## config.mk

```make
export PLATFORM = sky130hd
export DESIGN_NAME = bopt_overlap
export DESIGN_NICKNAME = d
export VERILOG_FILES = /design/src/rtl/box_overlap_pair_event_tracker_defines.svh /design/src/rtl/bopt_pkg.sv /design/src/rtl/bopt_overlap.sv
export SDC_FILE = /design/constraint.sdc
export NUM_CORES = 1
export LEC_CHECK = 0
export ABC_AREA = 1
export BUFFER_PORTS_ARGS = -buffer_cell sky130_fd_sc_hd__buf_2
export CAP_MARGIN = 10
export CORE_AREA = 4 4 132 134
export CTS_BUF_LIST = sky130_fd_sc_hd__clkbuf_16
export CTS_CLUSTER_SIZE = 25
export DETAILED_ROUTE_END_ITERATION = 7
export DIE_AREA = 0 0 136 138
export PLACE_DENSITY = 0.77
export SLEW_MARGIN = 40
export SYNTH_ARGS = -nofsm -noshare
export SYNTH_HDL_FRONTEND = slang
export SYNTH_SLANG_ARGS = --single-unit
```

## constraint.sdc

```tcl
create_clock -name clk -period 5.4 [get_ports clk]
set_input_delay 0.27 -clock clk [delete_from_list [all_inputs] [get_ports clk]]
set_output_delay 0.27 -clock clk [all_outputs]
set_load 0.05 [all_outputs]
```

## src/rtl/box_overlap_pair_event_tracker_defines.svh

```systemverilog
// Assertion macros shared by the box overlap pair event tracker RTL.
// Assertions compile away when SYNTHESIS is defined; no other dependencies.
`ifndef BOX_OVERLAP_PAIR_EVENT_TRACKER_DEFINES_SVH
`define BOX_OVERLAP_PAIR_EVENT_TRACKER_DEFINES_SVH

`ifndef SYNTHESIS
`define BOPT_ASSERT(label, clk, rst_n, prop) \
	label: assert property (@(posedge clk) disable iff (!rst_n) prop) \
		else $error("bopt assertion failed");
`define BOPT_ASSERT_NEVER(label, clk, rst_n, cond) \
	label: assert property (@(posedge clk) disable iff (!rst_n) !(cond)) \
		else $error("bopt forbidden condition seen");
`else
`define BOPT_ASSERT(label, clk, rst_n, prop)
`define BOPT_ASSERT_NEVER(label, clk, rst_n, cond)
`endif

`endif

```

## src/rtl/bopt_pkg.sv

```systemverilog
// Package for the box overlap pair event tracker: field widths, beat layouts,
// event codes and parameter defaults. No dependencies.
`default_nettype none

package bopt_pkg;

	localparam int ID_W = 6;
	localparam int CENTER_W = 16;
	localparam int SIZE_W = 15;
	localparam int ID_COUNT_DEF = 64;
	localparam int COORD_BITS_DEF = 16;

	localparam int IN_BITS = 2 * ID_W + 4 * CENTER_W + 4 * SIZE_W + 2;
	localparam int IN_W = ((IN_BITS + 7) / 8) * 8;
	localparam int EV_W = 2;
	localparam int OUT_BITS = EV_W + 2 * ID_W;
	localparam int OUT_W = ((OUT_BITS + 7) / 8) * 8;

	typedef enum logic [EV_W-1:0] {
		EV_NONE  = 2'd0,
		EV_ENTER = 2'd1,
		EV_STAY  = 2'd2,
		EV_EXIT  = 2'd3
	} bopt_event_t;

	typedef struct packed {
		logic ld_s1;
		logic ld_s2;
	} bopt_adv_t;

endpackage

`default_nettype wire

```

## src/rtl/bopt_overlap.sv

```systemverilog
// Two-stage box overlap test: center differences and size sums, then the strict compare.
// Depends on bopt_pkg.
`default_nettype none

module bopt_overlap #(
	parameter int COORD_BITS = bopt_pkg::COORD_BITS_DEF
) (
	input  wire logic                            clk,
	input  wire logic                            arst_n,
	input  wire bopt_pkg::bopt_adv_t             adv,
	input  wire logic [bopt_pkg::CENTER_W-1:0]   a_center_x,
	input  wire logic [bopt_pkg::CENTER_W-1:0]   a_center_y,
	input  wire logic [bopt_pkg::SIZE_W-1:0]     a_width,
	input  wire logic [bopt_pkg::SIZE_W-1:0]     a_height,
	input  wire logic [bopt_pkg::CENTER_W-1:0]   b_center_x,
	input  wire logic [bopt_pkg::CENTER_W-1:0]   b_center_y,
	input  wire logic [bopt_pkg::SIZE_W-1:0]     b_width,
	input  wire logic [bopt_pkg::SIZE_W-1:0]     b_height,
	output logic                                 hit_s2
);

	import bopt_pkg::*;

	localparam int CW = COORD_BITS;
	localparam int SUM_W = SIZE_W + 1;
	localparam int SW = ((CW + 2 > SUM_W + 1) ? CW + 2 : SUM_W + 1) + 1;

	function automatic logic signed [CW-1:0] coord(input logic [CENTER_W-1:0] raw);
		logic [CW+CENTER_W-1:0] ext;
		ext = {{CW{1'b0}}, raw};
		return signed'(ext[CW-1:0]);
	endfunction

	logic signed [CW-1:0] cax, cay, cbx, cby;
	logic signed [CW:0]   dx_s1, dy_s1;
	logic [SUM_W-1:0]     sumx_s1, sumy_s1;
	logic signed [SW-1:0] twox, twoy, sx, sy;
	logic                 hit;

	assign cax = coord(a_center_x);
	assign cay = coord(a_center_y);
	assign cbx = coord(b_center_x);
	assign cby = coord(b_center_y);

	always_ff @(posedge clk) begin
		if (adv.ld_s1) begin
			dx_s1   <= signed'({cax[CW-1], cax}) - signed'({cbx[CW-1], cbx});
			dy_s1   <= signed'({cay[CW-1], cay}) - signed'({cby[CW-1], cby});
			sumx_s1 <= {1'b0, a_width} + {1'b0, b_width};
			sumy_s1 <= {1'b0, a_height} + {1'b0, b_height};
		end
	end

	// Twice the distance lies strictly between minus and plus the size sum.
	always_comb begin
		twox = SW'(dx_s1) <<< 1;
		twoy = SW'(dy_s1) <<< 1;
		sx   = signed'(SW'(sumx_s1));
		sy   = signed'(SW'(sumy_s1));
		hit  = (sx + twox > 0) && (sx - twox > 0) && (sy + twoy > 0) && (sy - twoy > 0);
	end

	always_ff @(posedge clk or negedge arst_n) begin
		if (!arst_n) begin
			hit_s2 <= 1'b0;
		end else if (adv.ld_s2) begin
			hit_s2 <= hit;
		end
	end

endmodule

`default_nettype wire

```

# == After elaboration in Yosys (flattened, before gate mapping) ==
# Cells that the tools add are included.
# word_totals
reg_bits,67
latch_bits,0
ram_bits,0
romBits,0
in_bits,128
wordCells,20
n_memories,0
# op_classes
addsub,8
n_mul,0
div_mod_pow,0
magnitude_cmp,4
n_eq_ne,0
n_shift,0
muxes,0
bitwise_logic,0
n_reduce_logical,3
# op_table
cell,n
19-bit by 1-bit > comparator with 1-bit output (second input constant),4
17-bit by 18-bit adder with 19-bit output,2
17-bit by 18-bit subtractor with 19-bit output,2
16-bit by 16-bit subtractor with 17-bit output,2
15-bit by 15-bit adder with 16-bit output,2
1-bit logical AND,3

# == Depth between registers and ports, before layout ==
# Gate-level depths: netlist of run 1.
# logic_depth
word_depth,5
ltp_mapped,21
depth_no_buf,20

# == Worst setup path before layout of run 1 ==
# No wires, ideal clock.
# synth_timing
path_kind,input to register
start,in a_center_x[0] in the netlist's numbering
end,"reg dx_s1[16], data pin"
setup_time_ns,0.258
t_arrival_ns,1.972
required_ns,5.142
setup_slack_ns,3.170
stages,11
n_path_buf,0
cell_sequence,inv_1 ha_1 fa_1 o21ai_1 a21oi_1 o21ai_1 a21oi_2 o21ai_1 a21oi_1 o21ai_0 nand2_1
# synth_via
elab_chain_cells,1
# synth_lines
item,line,source
from (decl),bopt_overlap.sv:11,"input wire logic [bopt_pkg::CENTER_W-1:0] a_center_x,"
16-bit by 16-bit subtractor with 17-bit output,bopt_overlap.sv:47,"dx_s1 <= signed'({cax[CW-1], cax}) - signed'({cbx[CW-1], cbx});"
to (signal assigned),bopt_overlap.sv:47,
to (decl),bopt_overlap.sv:35,"logic signed [CW:0] dx_s1, dy_s1;"
# No other way between the ends.
# A chain may end at the register's enable or synchronous reset.

# == Worst setup path after layout of run 1 ==
# layout_timing
start,reg sumy_s1[1]
end,reg hit_s2
# layout_via
elab_chain_cells,4
# layout_lines
item,line,source
from (decl),bopt_overlap.sv:36,"logic [SUM_W-1:0] sumx_s1, sumy_s1;"
from (signal assigned),bopt_overlap.sv:50,"sumy_s1 <= {1'b0, a_height} + {1'b0, b_height};"
17-bit by 18-bit adder with 19-bit output,bopt_overlap.sv:60,hit = (sx + twox > 0) && (sx - twox > 0) && (sy + twoy > 0) && (sy - twoy > 0);
19-bit by 1-bit > comparator with 1-bit output,bopt_overlap.sv:60,
1-bit logical AND,bopt_overlap.sv:60,
1-bit logical AND (*),bopt_overlap.sv:60,
to (signal assigned),bopt_overlap.sv:67,hit_s2 <= hit;
to (decl),bopt_overlap.sv:19,output logic hit_s2
# Every way passes the cells marked *; elsewhere a longest branch is shown, timed or not.

==> results.md, run 1 <==
- Setup violators final: 0
- P_leak: 5.43 nW
- Yosys top cell area share: a little under a quarter
- Crit start category: flop
- Total wire length: ~21,000 um
- Largest cells by area after synthesis: edfxtp_1, ha_1, nand2_1
- Crit Path Class: reg -> reg
- Area growth, synth to finish: 12.5%
- Max cap viols: 0
- Sw frac: a little under half
- Chip Width: between 100 and 150 um
- Antenna cells: 0
- Post-CTS Hold Fix Bufs: 1
- H-tree depth: 3
- Avg Inst Size Synth: roughly 7 sq um
- Post-synth cell types: 38
- Ports: roughly 130
- Slew Viols, Final: 0
- Clk_lat worst skew: between 300 and 400 ps
- Sw power: around 1.3 mW
- Max Clk Rate: around 400 MHz
- Synthesis warning total: 0
- Int Power: between 1.5 and 2 mW
- TritonCTS Buffers: 9
- Critical Path RT: 5630 ps
- CP Capture Type: flop
- Final setup TNS: 0 ps
- Final routed DRC violation total: 0
- 1st-pass router iterations: 5
- Remaining Overflow, GRT: 0
- Cell type with the largest total area after synthesis: edfxtp_1
- Ys async rst share: ~1.5%
- Gpl congestion: 0.981
- Register area share after synthesis: a little under a quarter
- Via count: approximately 8,400
- Status: finished clean
- Commonest non-fill, non-tap cells in the layout: nand2_1, inv_1, buf_2, ha_1, a21oi_1
- Initial drt markers: approximately 650
- Top FF cell, synth: edfxtp_1
- Clk pwr share: 18.0%
- Vias per cell: between 5 and 6
- Hold slack: ~190 ps
- HP Class: in -> reg
- TritonCTS sink count: 67
- Worst Skew: approximately 6.9 ps
- Max clock buf depth: 2
- Combinational share of power: 56.6%
- Critical Path Fanout Max: 4
- Post-DRT Antenna Nets: 0
- Tcrit/Tclk final: ~46%
- CTS tree: done
- Initial antenna violation count: 0
- Die area: around 0.019 sq mm
- #FFs+latches synth: 67
- Post-CTS setup buffers: 0
- RSZ-0062 raised after global routing: no
- Die H: ~140 um
- Vias in the first global route: just under 8,000
- HPWL after detailed placement: around 18,000 um
- Worst-margin pin slew: between 500 and 600 ps
- Maximum vdd drop: roughly 150 uV
- Post-synth EDFFs: 66
- Reg power frac: 25.5%
- Fin. Hold Viols: 0
- Number of port buffers: 128
- Tmin final: between 2000 and 2500 ps
- Largest net degree at the start of global routing: 67
- # fillers: ~1,500
- CTS resizes: 0
- Syn_nets: around 1,500
- CTS Root Buffer Type: clkbuf_16
- PD cells: 298 mW/mm^2
- Crit path DAT: roughly 2700 ps
- Nets: 1,663
- Initial Utilization: roughly 54%
- Cell Area, Synth: just under 0.009 sq mm
- Commonest non-fill, non-tap cell in the layout: nand2_1
- Layout cells sized above 1: 11.5%
- CTS clk-pin slew, worst paths: about 60 ps
- Num rows: between 40 and 50
- Syn Inst Count: between 1,000 and 1,500
- Relative slew slack: 61.0%
- Core region area: about 0.016 sq mm
- Gr usage total: 22.3%
- First-pass GRT wire length: ~35,000 um
- Per-cell routed wire length: around 13 um
path summary, 6_finish.rpt:
| check | from | end | slack (ps) | cells past startpoint |
|---|---|---|---|---|
| hold / removal | adv[0] | hit_s2 | 190 | 4 |
| setup reg to reg | sumy_s1[1] | hit_s2 | 2920 | 18 |
| setup / recovery | sumy_s1[1] | hit_s2 | 2920 | 18 |
| hold reg to reg | hit_s2 | hit_s2 | 480 | 2 |
| min in group asynchronous | arst_n | hit_s2 | 240 | 2 |
| max in group asynchronous | arst_n | hit_s2 | 5070 | 2 |
layout make-up:
type	instances	area [sq um]	share of cell area, %
inverters	236	886	9.01
flip-flops and latches	67	2010	20.4
clock inverters	7	43.8	0.446
repair buffers	130	662	6.74
well taps	220	275	2.80
multi-input cells	961	5730	58.3
clock buffers	9	225	2.29
layer usage:
metal  vias up  wire length [um]  track usage (%)
li1       4380                 -                -
met1      3718             10300             33.6
met2       226              9070             34.4
met3        30              1080             2.25
met4         0               314             5.15
met5         -                 0                0
power by group through the flow:
stage / clock [mW] / combinational [mW] / sequential [mW]
CTS: 0.535 / 1.64 / 0.747
global route: 0.562 / 1.89 / 0.756
detailed placement: 0 / 1.63 / 0.757
finish: 0.527 / 1.66 / 0.746
global placement: 0 / 1.61 / 0.752
floorplan: 0 / 1.28 / 0.735
synth_stat cells, types with 4 or more instances:
master    count
nand2_1     345
inv_1       236
ha_1        122
a21oi_1     104
nor2_1       96
nand3_1      92
edfxtp_1     66
xor2_1       52
o21ai_0      26
nand4_1      20
xnor2_1      17
nor3_1       11
o21ai_1      11
buf_2         9
fa_1          8
a21o_1        7
nand2_2       7
o21bai_1      6
buf_4         5
nand3b_1      5
o31ai_1       4
stage by stage:
| step | instances | total power, mW | setup slack (ps) | util [%] | instance area, sq um |
|---|---|---|---|---|---|
| floorplan | 1281 | 2.01 | 3170 | - | 8740 |
| detailed placement | 1613 | 2.39 | 2820 | 58.6 | 9540 |
| CTS | 1630 | 2.92 | 2950 | 60.3 | 9820 |
| finish | 1630 | 2.93 | 2920 | 60.3 | 9830 |
| global route | 1630 | 3.21 | 2630 | 60.3 | 9830 |
| global placement | 1613 | 2.37 | 2930 | 58.6 | 9540 |
cells by family after synthesis:
group / Yosys count / synth area share (%)
fa+ha+maj: 130 / 19.3
simple gates: 584 / 28.0
compound gates: 178 / 11.4
xor+xnor: 69 / 6.92
flops: 67 / 23.0
buf+inv: 253 / 11.5
flip-flops by register name (all words and copies together), names as in the netlist:
| signal | count |
|---|---|
| sumx_s1 | 16 |
| hit_s2 | 1 |
| dx_s1 | 17 |
| dy_s1 | 17 |
| sumy_s1 | 16 |
critical path, cell delays in order (launching register included):
cell      delay, ps
edfxtp_1        400
inv_1            70
ha_1            130
inv_1           100
fa_1            420
nand3_1         120
nand2_1         100
nand2_1         100
nand2_1          70
nand2_1          80
nand2_1          80
nand2_1          70
inv_1            40
nor2_1          120
nand3_1          80
nor2_1          140
nand4_1         110
nand3_1         100
nand2_1          50
(Power assumes the default switching activity.)
==> inputs of run 2 (changes only) <==
clock period = 2.6 ns   (was 5.4 ns; I/O delays follow)
==> results.md, run 2 (same netlist as run 1, synthesis figures left out) <==
- Initial Utilization: 53.6% (unchanged)
- Slew Viols, Final: 0 (unchanged)
- Maximum vdd drop: 383 uV (was 146 uV)
- Initial antenna violation count: 0 (unchanged)
- Total Power: 6.46 mW (was 2.93 mW)
- Core region area: 0.0163 sq mm (unchanged)
- Crit start category: flop (unchanged)
- Commonest non-fill, non-tap cell in the layout: nand2_1 (unchanged)
- Sequence of cells on the critical path: ha_1 -> inv_1 -> fa_1 -> inv_1 -> nand2_1 -> a21oi_1 -> nand3_1 -> nor2_1 -> nand3_1 -> nor2_1 -> nand2_1 -> nor2_1 -> nand3_1 -> nand2_1 -> nor2_1 -> nand3_1 -> nand2_1 (was inv_1 -> ha_1 -> inv_1 -> fa_1 -> nand3_1 -> nand2_1 -> nand2_1 -> nand2_1 -> nand2_1 -> nand2_1 -> nand2_1 -> inv_1 -> nor2_1 -> nand3_1 -> nor2_1 -> nand4_1 -> nand3_1 -> nand2_1)
- Status: finished clean (unchanged)
- Gpl congestion: 0.978 (was 0.981)
- Ports: 129 (unchanged)
- Crit path DAT: 2670 ps (was 2710 ps)
- HP Class: in -> reg (unchanged)
- WP buf/inv: 2 (was 3)
- Post-DRT Antenna Nets: 0 (unchanged)
- Worst Skew: 6.91 ps (was 6.90 ps)
- CTS tree: done (unchanged)
- Relative slew slack: 62.9% (was 61.0%)
- P_leak: 5.48 nW (was 5.43 nW)
- Critical Path RT: 2840 ps (was 5630 ps)
- Max clock buf depth: 2 (unchanged)
- Clk_lat worst skew: 340 ps (was 330 ps)
- Max Clk Rate: 410 MHz (was 403 MHz)
- First-pass GRT wire length: 36,200 um (was 35,000 um)
- HPWL after detailed placement: 18,500 um (was 17,800 um)
- Remaining Overflow, GRT: 0 (unchanged)
- Num rows: 47 (unchanged)
- CP Capture Type: flop (unchanged)
- Area of the multi-input gates: 0.00575 sq mm (was 0.00573 sq mm)
- Delay-heaviest family, CP: simple AND/OR/NAND/NOR gates (unchanged)
- Final routed DRC violation total: 0 (unchanged)
- PD cells: 648 mW/mm^2 (was 298 mW/mm^2)
- Initial drt markers: 692 (was 654)
- Gr usage total: 23.2% (was 22.3%)
- Fin. Hold Viols: 0 (unchanged)
- Largest stage delay, worst path: 390 ps (was 420 ps)
- Tcrit/Tclk final: 93.8% (was 46.0%)
- Per-cell routed wire length: 13.4 um (was 12.8 um)
- Commonest non-fill, non-tap cells in the layout: nand2_1, inv_1, buf_2, ha_1, a21oi_1 (unchanged)
- Area growth, synth to finish: 14.0% (was 12.5%)
- Setup violators final: 0 (unchanged)
- Final setup TNS: 0 ps (unchanged)
- TritonCTS sink count: 67 (unchanged)
- Max cap viols: 0 (unchanged)
- Chip Width: 136 um (unchanged)
- Via count: 8,483 (was 8,354)
- Crit Path Class: reg -> reg (unchanged)
- CTS clk-pin slew, worst paths: 60 ps (about the same)
- Total wire length: 22,000 um (was 20,800 um)
- 1st-pass router iterations: 6 (was 5)
- RSZ-0062 raised after global routing: no (unchanged)
- Die H: 138 um (unchanged)
- TritonCTS Buffers: 9 (unchanged)
- Layout cells sized above 1: 12.6% (was 11.5%)
- Number of port buffers: 128 (unchanged)
- H-tree depth: 3 (unchanged)
- Largest registers: dx_s1 (17), dy_s1 (17) (unchanged)
- Largest net degree at the start of global routing: 44 (was 67)
- Tmin final: 2440 ps (was 2480 ps)
- Vias in the first global route: 7,781 (was 7,783)
- Die area: 0.0188 sq mm (unchanged)
- # fillers: 1,512 (was 1,530)
- Reg area: 0.00201 sq mm (unchanged)
- CTS Root Buffer Type: clkbuf_16 (unchanged)
- Nets: 1,669 (was 1,663)
- Critical Path Fanout Max: 4 (unchanged)
- CP max stage cell: fa_1 (unchanged)
- Antenna cells: 0 (unchanged)
- Vias per cell: 5.19 (was 5.13)
- Worst-margin pin slew: 557 ps (was 584 ps)
## run 2: area by class of cell
class,instances,area share (%)
Timing Repair Buffer,136,7.18
Tap cell,220,2.76
Sequential cell,67,20.1
Clock buffer,9,2.26
Clock inverter,7,1.07
Multi-Input combinational cell,961,57.7
Inverter,236,8.89
## run 2: routing by layer
layer / vias up / track usage (%) / routed length (um)
li1: 4394 / - / -
met1: 3774 / 35.5 / 11000
met2: 294 / 34.9 / 9330
met3: 21 / 2.36 / 1320
met4: 0 / 5.89 / 308
met5: - / 0 / 0
## run 2: report_power, final
group	leakage (nW)	switching (mW)	internal, mW
clock network	0.163	0.502	0.856
registers	0.659	0.124	1.43
logic	4.66	2.28	1.27
total	5.48	2.91	3.55
## run 2: path summary, 6_finish.rpt
path / depth (start not counted) / slack (ps) / endpoint / startpoint
max: 17 / 160 / hit_s2 / dx_s1[0]
min: 4 / 40 / hit_s2 / adv[0]
max reg2reg: 17 / 160 / hit_s2 / dx_s1[0]
min reg2reg: 2 / 490 / hit_s2 / hit_s2
max in group asynchronous: 2 / 2410 / hit_s2 / arst_n
min in group asynchronous: 2 / 110 / hit_s2 / arst_n
## run 2: metrics by stage
| stage | std cells | worst slack [ps] | util, % | area (sq um) | hold WS (ps) |
|---|---|---|---|---|---|
| 2_1_floorplan | 1281 | 481 | - | 8740 | -166 |
| 3_3_place_gp | 1619 | 145 | 58.9 | 9600 | -91.9 |
| 3_5_place_dp | 1619 | 132 | 58.9 | 9600 | -93.6 |
| 4_1_cts | 1636 | 125 | 61.0 | 9940 | 37.4 |
| 5_1_grt | 1636 | 4.67 | 61.2 | 9960 | 76.8 |
| 6_report | 1636 | 161 | 61.2 | 9960 | 41.1 |
## run 2: what timing repair did
action,4_1_cts,5_1_grt
endpoints found under the setup margin,0,1
buffers inserted,0,0
endpoints found under the hold margin,1,0
hold buffers,1,0
resized for setup,0,10
## run 2: worst min-delay path: cells and delay by family
kind          cells  cell delay (ps)
simple gates      2               90
buf+inv           2              120
==> inputs of run 3 (changes only) <==
ABC_AREA = default   (was 1)
GPL_ROUTABILITY_DRIVEN = 0   (was default)
==> results.md, run 3 <==
- Status: finished, violations left (was finished clean)
- Failing checks: setup timing
- Cell type with the largest total area after synthesis: edfxtp_1 (unchanged)
- Core region area: 0.0163 sq mm (unchanged)
- Largest stage delay, worst path: 390 ps (about the same)
- Per-cell routed wire length: 15.7 um (was 13.4 um)
- Fin util: 69.2% (was 61.2%)
- Synthesis warning total: 0 (unchanged)
- CTS tree: done (unchanged)
- Commonest non-fill, non-tap cell in the layout: buf_4 (was nand2_1)
- List of most frequent post-synthesis cells: inv_1, ha_1, nor2_1 (was nand2_1, inv_1, ha_1)
- #FFs+latches synth: 67 (unchanged)
- Die H: 138 um (unchanged)
- Antenna cells: 0 (unchanged)
- Largest registers: dx_s1 (17), dy_s1 (17) (unchanged)
- TritonCTS Buffers: 9 (unchanged)
- Max clock buf depth: 2 (unchanged)
- Chip Width: 136 um (unchanged)
- Relative slew slack: 63.3% (was 62.9%)
- First-pass GRT wire length: 38,900 um (was 36,200 um)
- Post-DRT Antenna Nets: 0 (unchanged)
- Final routed DRC violation total: 0 (unchanged)
- Sequence of cells on the critical path: ha_1 -> inv_1 -> fa_2 -> nor2_2 -> o311ai_2 -> a211o_1 -> buf_4 -> nor4_1 -> a2111oi_0 -> and4b_1 -> o311ai_1 -> o2111ai_1 -> o21ai_1 (was ha_1 -> inv_1 -> fa_1 -> inv_1 -> nand2_1 -> a21oi_1 -> nand3_1 -> nor2_1 -> nand3_1 -> nor2_1 -> nand2_1 -> nor2_1 -> nand3_1 -> nand2_1 -> nor2_1 -> nand3_1 -> nand2_1)
- Remaining Overflow, GRT: 0 (unchanged)
- HPWL after detailed placement: 19,800 um (was 18,500 um)
- Count leader, synth: inv_1 (was nand2_1)
- Post-synth cell types: 94 (was 38)
- Critical Path Fanout Max: 3 (was 4)
- Gr usage total: 25.0% (was 23.2%)
- Top FF cell, synth: edfxtp_1 (unchanged)
- Slew Viols, Final: 0 (unchanged)
- Tmin final: 2950 ps (was 2440 ps)
- Dpl ws: -552 ps (was 132 ps)
- Yosys top cell area share: 22.5% (was 22.7%)
- HP Class: in -> reg (unchanged)
- Post-synth EDFFs: 66 (unchanged)
- Via count: 8,938 (was 8,483)
- Die area: 0.0188 sq mm (unchanged)
- Fin. Hold Viols: 0 (unchanged)
- CTS clk-pin slew, worst paths: 60 ps (about the same)
- Ys async rst share: 1.49% (unchanged)
- Max Clk Rate: 339 MHz (was 410 MHz)
- Area growth, synth to finish: 28.1% (was 14.0%)
- Syn Inst Count: 1,044 (was 1,281)
- CTS Root Buffer Type: clkbuf_16 (unchanged)
- # fillers: 1,314 (was 1,512)
- Avg Inst Size Synth: 8.43 sq um (was 6.82 sq um)
- Initial antenna violation count: 0 (unchanged)
- Crit path DAT: 3170 ps (was 2670 ps)
- Cell Area, Synth: 0.00880 sq mm (was 0.00874 sq mm)
- Crit Path Class: reg -> reg (unchanged)
- Worst Skew: 5.85 ps (was 6.91 ps)
- Commonest non-fill, non-tap cells in the layout: buf_4, inv_1, buf_2, ha_1, nor2_1 (was nand2_1, inv_1, buf_2, ha_1, a21oi_1)
- Delay-heaviest family, CP: compound AO/OA/AOI/OAI gates (was simple AND/OR/NAND/NOR gates)
- Initial drt markers: 656 (was 692)
- Setup violators final: 1 (was 0)
- Initial Utilization: 54.0% (was 53.6%)
- Layout cells sized above 1: 27.8% (was 12.6%)
- Tcrit/Tclk final: 113% (was 93.8%)
- TritonCTS sink count: 67 (unchanged)
- Final worst slack: -350 ps (was 161 ps)
- Maximum vdd drop: 400 uV (was 383 uV)
- P_leak: 5.32 nW (was 5.48 nW)
- Syn_nets: 1,302 (was 1,539)
- Final instance area: 0.0113 sq mm (was 0.00996 sq mm)
- Worst-margin pin slew: 542 ps (was 557 ps)
- WP buf/inv: 2 (unchanged)
- Largest net degree at the start of global routing: 67 (was 44)
- PD cells: 654 mW/mm^2 (was 648 mW/mm^2)
- Total wire length: 24,300 um (was 22,000 um)
- Num rows: 47 (unchanged)
- Placed cell area: 0.0108 sq mm (was 0.00960 sq mm)
- Clk_lat worst skew: 340 ps (about the same)
- Number of port buffers: 128 (unchanged)
- Vias in the first global route: 8,719 (was 7,781)
- CP max stage cell: edfxtp_1 (was fa_1)
- Crit start category: flop (unchanged)
- Largest cells by area after synthesis: edfxtp_1, ha_1, inv_1 (was edfxtp_1, ha_1, nand2_1)
- Critical Path RT: 2820 ps (was 2840 ps)
- 1st-pass router iterations: 5 (was 6)
- Max cap viols: 0 (unchanged)
- Register area share after synthesis: 22.8% (was 23.0%)
- RSZ-0062 raised after global routing: yes (was no)
- Ports: 129 (unchanged)
- H-tree depth: 3 (unchanged)
- Vias per cell: 5.77 (was 5.19)
- CP Capture Type: flop (unchanged)
- Nets: 1,581 (was 1,669)
[run 3: kinds of logic (layout without fill, tap and decap cells)]
logic type | count (synthesis) | in the layout | share of synthesized area [%]
AND/OR/NAND/NOR | 332 | 332 | 20.0
AO/OA/AOI/OAI | 286 | 286 | 22.8
buffers and inverters | 160 | 444 | 8.18
adder cells (fa/ha/maj) | 130 | 130 | 19.2
flip-flops | 67 | 67 | 22.8
XOR/XNOR | 58 | 58 | 5.77
multiplexers | 11 | 11 | 1.31
[run 3: cell type report]
class / instances / area, sq um / area share, %
Clock inverter: 7 / 83.8 / 0.744
Sequential cell: 67 / 2010 / 17.8
Multi-Input combinational cell: 817 / 6230 / 55.3
Timing Repair Buffer: 296 / 1940 / 17.2
Clock buffer: 9 / 225 / 2.00
Inverter: 132 / 503 / 4.46
Tap cell: 220 / 275 / 2.44
[run 3: repair_timing]
item	4_1_cts	5_1_grt
resized for setup	26	14
cloned	0	0
hold endpoints to repair	1	0
setup buffers	1	1
pin swaps	12	7
hold buffers	1	0
endpoints found under the setup margin	1	11
[run 3: per-stage QoR]
step | std cells | TNS, ps | power, mW | hold slack (ps)
after CTS | 1547 | -293 | 7.27 | 69.2
final | 1548 | -350 | 7.37 | 78.2
after global routing | 1548 | -529 | 7.84 | 90.3
after floorplan | 1044 | -106 | 4.30 | -166
after global placement | 1529 | -1760 | 5.75 | -71.4
after detailed placement | 1529 | -2770 | 5.85 | -73.3
[run 3: power breakdown]
| group | internal (mW) | total (mW) | leakage [nW] | switching [mW] |
|---|---|---|---|---|
| combinational | 2.13 | 4.57 | 4.51 | 2.44 |
| sequential | 1.41 | 1.52 | 0.660 | 0.104 |
| clock | 0.827 | 1.28 | 0.152 | 0.457 |
[run 3: final timing paths]
kind	start	end	slack [ps]	cells past startpoint
worst max register to register	dy_s1[0]	hit_s2	-350	13
worst min-delay path	b_width[0]	sumx_s1[0]	80	2
worst max-delay path	dy_s1[0]	hit_s2	-350	13
max in group asynchronous	arst_n	hit_s2	2390	2
min in group asynchronous	arst_n	hit_s2	110	2
worst min register to register	hit_s2	hit_s2	570	2
[run 3: metal layers]
layer	track usage, %	wire length (um)
met1	28.5	9670
met5	0	0
met3	3.20	1230
met2	45.2	12300
met4	12.5	1060
